`src/sv/awnc_pkg.sv`:
```
// ----------------------------------------------------------------------------
// awnc_pkg
// Shared widths and control types for the area-weighted neighbor centroid.
// ----------------------------------------------------------------------------
package awnc_pkg;

  // Field widths of one neighbor word and one centroid word
  localparam int POS_W  = 32;
  localparam int AREA_W = 24;
  localparam int PROD_W = POS_W + AREA_W;

  // Quotient bits are produced one per cycle
  localparam int STEP_W = $clog2(POS_W);

  // Per-cycle commands from the sequencer to every axis lane
  typedef struct packed {
    logic capture;  // register the incoming position
    logic mul;      // form weight * position
    logic acc;      // add the product into the running sum
    logic load;     // start a divide, clear the running sum
    logic step;     // one restoring-divide step
  } lane_ctrl_t;

  // Status handed to the merge stage with a finished divide
  typedef struct packed {
    logic load;              // quotients are final, take them
    logic zero_weight;
    logic valence_overflow;
  } merge_ctrl_t;

endpackage

```
`src/sv/awnc_ctrl.sv`:
```
// ----------------------------------------------------------------------------
// awnc_ctrl
// Sequencer: input handshake, neighbor count, weight total and divide steps.
// ----------------------------------------------------------------------------
module awnc_ctrl import awnc_pkg::*; #(
  parameter int MAX_VALENCE = 64,
  parameter int WT_W        = 30
) (
  input  logic              clk,
  input  logic              rst_n,
  input  logic              in_valid,
  output logic              in_ready,
  input  logic [AREA_W-1:0] in_area,
  input  logic              in_last,
  input  logic              out_busy,
  output lane_ctrl_t        lane_ctrl,
  output logic [AREA_W-1:0] area,
  output logic [WT_W-1:0]   den,
  output merge_ctrl_t       merge_ctrl
);

  localparam int CNT_W = $clog2(MAX_VALENCE + 1);

  typedef enum logic [5:0] {
    S_IDLE = 6'b000001,
    S_MUL  = 6'b000010,
    S_ACC  = 6'b000100,
    S_LOAD = 6'b001000,
    S_DIV  = 6'b010000,
    S_DONE = 6'b100000
  } state_t;

  state_t             state_r, state_nxt;
  logic [CNT_W-1:0]   cnt_r;
  logic [WT_W-1:0]    wt_r;
  logic [WT_W-1:0]    den_r;
  logic [STEP_W-1:0]  step_r;
  logic [AREA_W-1:0]  area_r;
  logic               take_r;
  logic               last_r;
  logic               ovf_r;
  logic               zw_r;
  logic               ovf_out_r;
  logic               accept;

  assign in_ready = (state_r == S_IDLE);
  assign accept   = in_valid && in_ready;

  // Next state
  always_comb begin
    state_nxt = state_r;
    case (state_r)
      S_IDLE:  if (accept) state_nxt = S_MUL;
      S_MUL:   state_nxt = S_ACC;
      S_ACC:   state_nxt = last_r ? S_LOAD : S_IDLE;
      S_LOAD:  state_nxt = S_DIV;
      S_DIV:   if (step_r == STEP_W'(POS_W - 1)) state_nxt = S_DONE;
      S_DONE:  if (!out_busy) state_nxt = S_IDLE;
      default: state_nxt = S_IDLE;
    endcase
  end

  always_ff @(posedge clk) begin
    if (!rst_n) begin
      state_r <= S_IDLE;
    end else begin
      state_r <= state_nxt;
    end
  end

  // Count neighbors, sum the weights of the kept ones, drop the ones past the valence bound
  always_ff @(posedge clk) begin
    if (!rst_n) begin
      cnt_r <= '0;
      ovf_r <= 1'b0;
      wt_r  <= '0;
    end else if (state_r == S_LOAD) begin
      cnt_r <= '0;
      ovf_r <= 1'b0;
      wt_r  <= '0;
    end else begin
      if (accept) begin
        if (cnt_r < CNT_W'(MAX_VALENCE)) begin
          cnt_r <= cnt_r + 1'b1;
        end else begin
          ovf_r <= 1'b1;
        end
      end
      if (state_r == S_ACC && take_r) begin
        wt_r <= wt_r + WT_W'(area_r);
      end
    end
  end

  // Hold the word's weight and flags while it is worked on
  always_ff @(posedge clk) begin
    if (accept) begin
      area_r <= in_area;
      last_r <= in_last;
      take_r <= (cnt_r < CNT_W'(MAX_VALENCE));
    end
  end

  // Latch divisor and result flags, advance the step count
  always_ff @(posedge clk) begin
    if (state_r == S_LOAD) begin
      den_r     <= wt_r;
      zw_r      <= (wt_r == '0);
      ovf_out_r <= ovf_r;
      step_r    <= '0;
    end else if (state_r == S_DIV) begin
      step_r <= step_r + 1'b1;
    end
  end

  assign lane_ctrl.capture = accept;
  assign lane_ctrl.mul     = (state_r == S_MUL);
  assign lane_ctrl.acc     = (state_r == S_ACC) && take_r;
  assign lane_ctrl.load    = (state_r == S_LOAD);
  assign lane_ctrl.step    = (state_r == S_DIV);

  assign area = area_r;
  assign den  = den_r;

  assign merge_ctrl.load             = (state_r == S_DONE) && !out_busy;
  assign merge_ctrl.zero_weight      = zw_r;
  assign merge_ctrl.valence_overflow = ovf_out_r;

endmodule

```
`config.mk`:
```
export PLATFORM = sky130hd
export DESIGN_NAME = awnc_ctrl
export DESIGN_NICKNAME = d
export VERILOG_FILES = /design/src/sv/awnc_pkg.sv /design/src/sv/awnc_ctrl.sv
export SDC_FILE = /design/constraint.sdc
export NUM_CORES = 1
export LEC_CHECK = 0
export BUFFER_PORTS_ARGS = -buffer_cell sky130_fd_sc_hd__buf_4
export CORE_MARGIN = 1
export CORE_UTILIZATION = 60
export DETAILED_ROUTE_END_ITERATION = 10
export PLACE_DENSITY = 0.85
export SYNTH_ARGS = -nofsm -noshare
export SYNTH_HDL_FRONTEND = slang
export SYNTH_SLANG_ARGS = --single-unit
```
`constraint.sdc`:
```
create_clock -name clk -period 6.98 [get_ports clk]
set_input_delay 0 -clock clk [delete_from_list [all_inputs] [get_ports clk]]
set_output_delay 0 -clock clk [all_outputs]
set_load 0.03 [all_outputs]
```
==> key figures <==
Worst hold path
  – Worst Min Path Start: in_valid
  – Worst Hold Class: in2reg

Worst setup path
  – CP Data Arrival Time: 3640 ps
  – Reg-to-reg setup timing slack: 3610 ps
  – CP Max Fanout: 41
  – Reg2reg end: wt_r[22]
  – Crit path kind: reg2reg
  – FF-to-FF path depth: 5
  – Worst r2r src: state_r[4]
  – Max incr delay on CP: 900 ps
  – Worst Path Buf+Inv: 0
  – Top delay family on crit path: simple AND/OR/NAND/NOR gates
  – Capturing element type of the critical path: register
  – Crit path required time: 7250 ps
  – Max stage delay cell, worst path: and3b_2
  – Number of cells on the critical path: 5
  – Crit path to: wt_r[22]
  – CP startpoint: state_r[4]
  – CP Launch Type: register
  – CP Cell Sequence: nor4_1, and3b_2, nand2b_1, nor2_1, a32o_1

Synth
  – Register bit total from synthesis: around 110
  – Main synth FF type: edfxtp_1
  – Yosys warning count: 0
  – Avg Inst Size Synth: 10.2 µm²
  – Mapped cell area: 5130 µm²
  – Syn nets: 560
  – Post-synthesis sequential area ratio: 0.531
  – Unique masters post-synth: 53
  – Post-synth EDFFs: 58
  – Cell count after synthesis: 503
  – Ys async rst share: 0

Clock tree
  – H-tree levels: 3
  – CTS buffer count: 9
  – Post-CTS Setup Bufs: 0
  – CTS tree: yes
  – Clk_lat worst skew: 370 ps
  – Clk sinks: 107
  – Clk Tree Root Cell: clkbuf_8
  – Reg clk slew, reported paths: ~100 ps
  – Maximum buffer depth of the clock tree: 2
  – Resize count post-CTS: 0

Timing
  – Setup tns final: 0 ps
  – Worst-Margin Slew: slightly below 1000 ps
  – Slew HR: 0.355
  – Pins over their slew limit: 0
  – RSZ-0062 raised after global routing: false
  – Setup Viol. Count Final: 0
  – Tcrit/Tclk final: 0.483
  – Final hold violations: 0
  – Clock Skew: 10.4 ps
  – Final Critical Period: roughly 3400 ps
  – F_max: slightly below 300 MHz

Placed design
  – Hpwl dp: 8630 µm
  – GPL Wtd Cong: 0.945
  – Port buffer count: about 90
  – Placed Area: 5830 µm²
  – Placed insts: 676

Global routing
  – Grt met3 use: 0.0427
  – Met2 GRT Util: 0.473
  – Vias in the first global route: 3970
  – First-pass GRT wire length: 19100 µm
  – Met1 usage: 0.373
  – Maximum number of pins on one net before global-route repair: 42
  – GRT Max-Usage Layer: met2
  – Aggregate global-route resource usage: 0.282
  – Initial antenna violation count: 0
  – GR Overflow Total: 0

Power
  – Gate power share: 0.160
  – PwrDens: 212 nW/µm²
  – Sw frac: 0.270
  – Leakage: between 2 and 3 nW
  – Clock share of power: 0.310
  – Sequential Power Share: 0.530
  – Psw: 0.361 mW
  – Int Power: 0.975 mW
  – Peak VDD IR: 0.000147 V

Layout
  – Share of cells above drive strength 1: 0.192
  – # diodes: 0
  – Filler cells: 565
  – Commonest non-fill, non-tap cells in the layout: 92 x buf_4, 62 x nand2_1, 58 x edfxtp_1, 49 x dfxtp_1, 45 x nor2_1
  – FF+latch area: 2720 µm²
  – Commonest non-fill, non-tap cell in the layout: buf_4
  – Area growth syn-to-layout: 23.2%
  – Multi-input gate area: 2240 µm²
  – Finished Core Util: 0.765
  – Fin area: 6320 µm²
  – Final cell count without fillers: 719
  – # nets final: 666

Run
  – Max-Cap Viols: 0

Floorplanning
  – Top Ports: 92
  – Die width: 94.4 µm
  – Row Count: 33
  – Core area: approximately 8300 µm²
  – Initial core utilization: 0.621
  – DIE AREA: roughly 8900 µm²
  – DIE HEIGHT: 94.4 µm

Drt
  – 1st-iter DRT viols: roughly 270
  – WL/cell: 17.0 µm
  – Via density: 5.94
  – Residual DRC: 0
  – Routed Antenna Nets: 0
  – Total Wirelength: between 10000 and 15000 µm
  – DRT Pass-1 Iters: 7
  – Via count: roughly 4300

Run status
  – Run status: complete, no violations
cells in the mapped netlist, drive strengths merged, types with 9 or more instances:
master,instances,area (µm²)
a21oi,39,218
buf,14,83.8
clkbuf,10,37.5
dfxtp,49,981
edfxtp,58,1740
ha,27,338
inv,13,48.8
nand2,62,233
nand3,13,65.1
nand4,17,106
nor2,46,175
nor4,11,68.8
o211ai,9,67.6
o21ai,31,155
xnor2,12,105
xor2,15,131
power groups by stage:
| stage | Combinational (mW) | Clock (mW) | Sequential (mW) |
|---|---|---|---|
| after floorplan | 0.101 | 0 | 0.751 |
| after global placement | 0.193 | 0 | 0.721 |
| after global routing | 0.230 | 0.440 | 0.711 |
| after detailed placement | 0.199 | 0 | 0.722 |
| after CTS | 0.212 | 0.416 | 0.708 |
| final | 0.214 | 0.414 | 0.708 |
tightest hold or removal path, delay by kind of cell:
kind / cells / cell delay, ps
compound gates: 2 / 300
buf+inv: 1 / 90
state kept, by name, indices dropped and copies added, names as in the netlist:
name / count
area: 24
cnt_r: 7
den: 30
last_r: 1
ovf_out_r: 1
ovf_r: 1
state_r: 6
step_r: 5
take_r: 1
wt_r: 30
zw_r: 1
routing by layer:
metal	wire, µm	vias to the layer above
met5	0	-
met3	791	24
met1	5320	2020
met4	237	0
li1	-	2035
met2	5870	193
worst min path at each step:
stage,end,slack (ps),cells after the start
finish,state_r[5],50,3
CTS,state_r[5],40,3
global route,state_r[5],80,3
floorplan,area[0],100,0
global placement,area[19],180,1
detailed placement,area[22],180,1
final cells by class:
type                            count  area share
Sequential cell                   107       0.431
Multi-Input combinational cell    359       0.354
Timing Repair Buffer              119       0.152
Tap cell                          105      0.0208
Clock buffer                       10      0.0202
Clock inverter                      6      0.0141
Inverter                           13     0.00773
what timing repair did:
action                                  in CTS  in global routing
endpoints found under the setup margin       0                  0
endpoints found under the hold margin       27                  0
hold buffers                                27                  0
logic make-up (layout without fill, tap and decap cells):
| kind of cell | Yosys count | in the layout | synth area share |
|---|---|---|---|
| buf+inv | 37 | 148 | 0.0332 |
| fa+ha+maj | 28 | 28 | 0.0698 |
| compound gates | 112 | 112 | 0.139 |
| xor+xnor | 27 | 27 | 0.0461 |
| simple gates | 189 | 189 | 0.175 |
| flops | 107 | 107 | 0.531 |
| mux | 3 | 3 | 0.00586 |
metrics by stage:
stage	setup WS (ps)	hold slack, ps	power, mW
final	3610	45.6	1.34
after global routing	3350	76.7	1.38
after CTS	3610	42.4	1.34
after detailed placement	3620	180	0.922
after global placement	3780	178	0.914
after floorplan	4390	98.9	0.853
(Power assumes the default switching activity.)
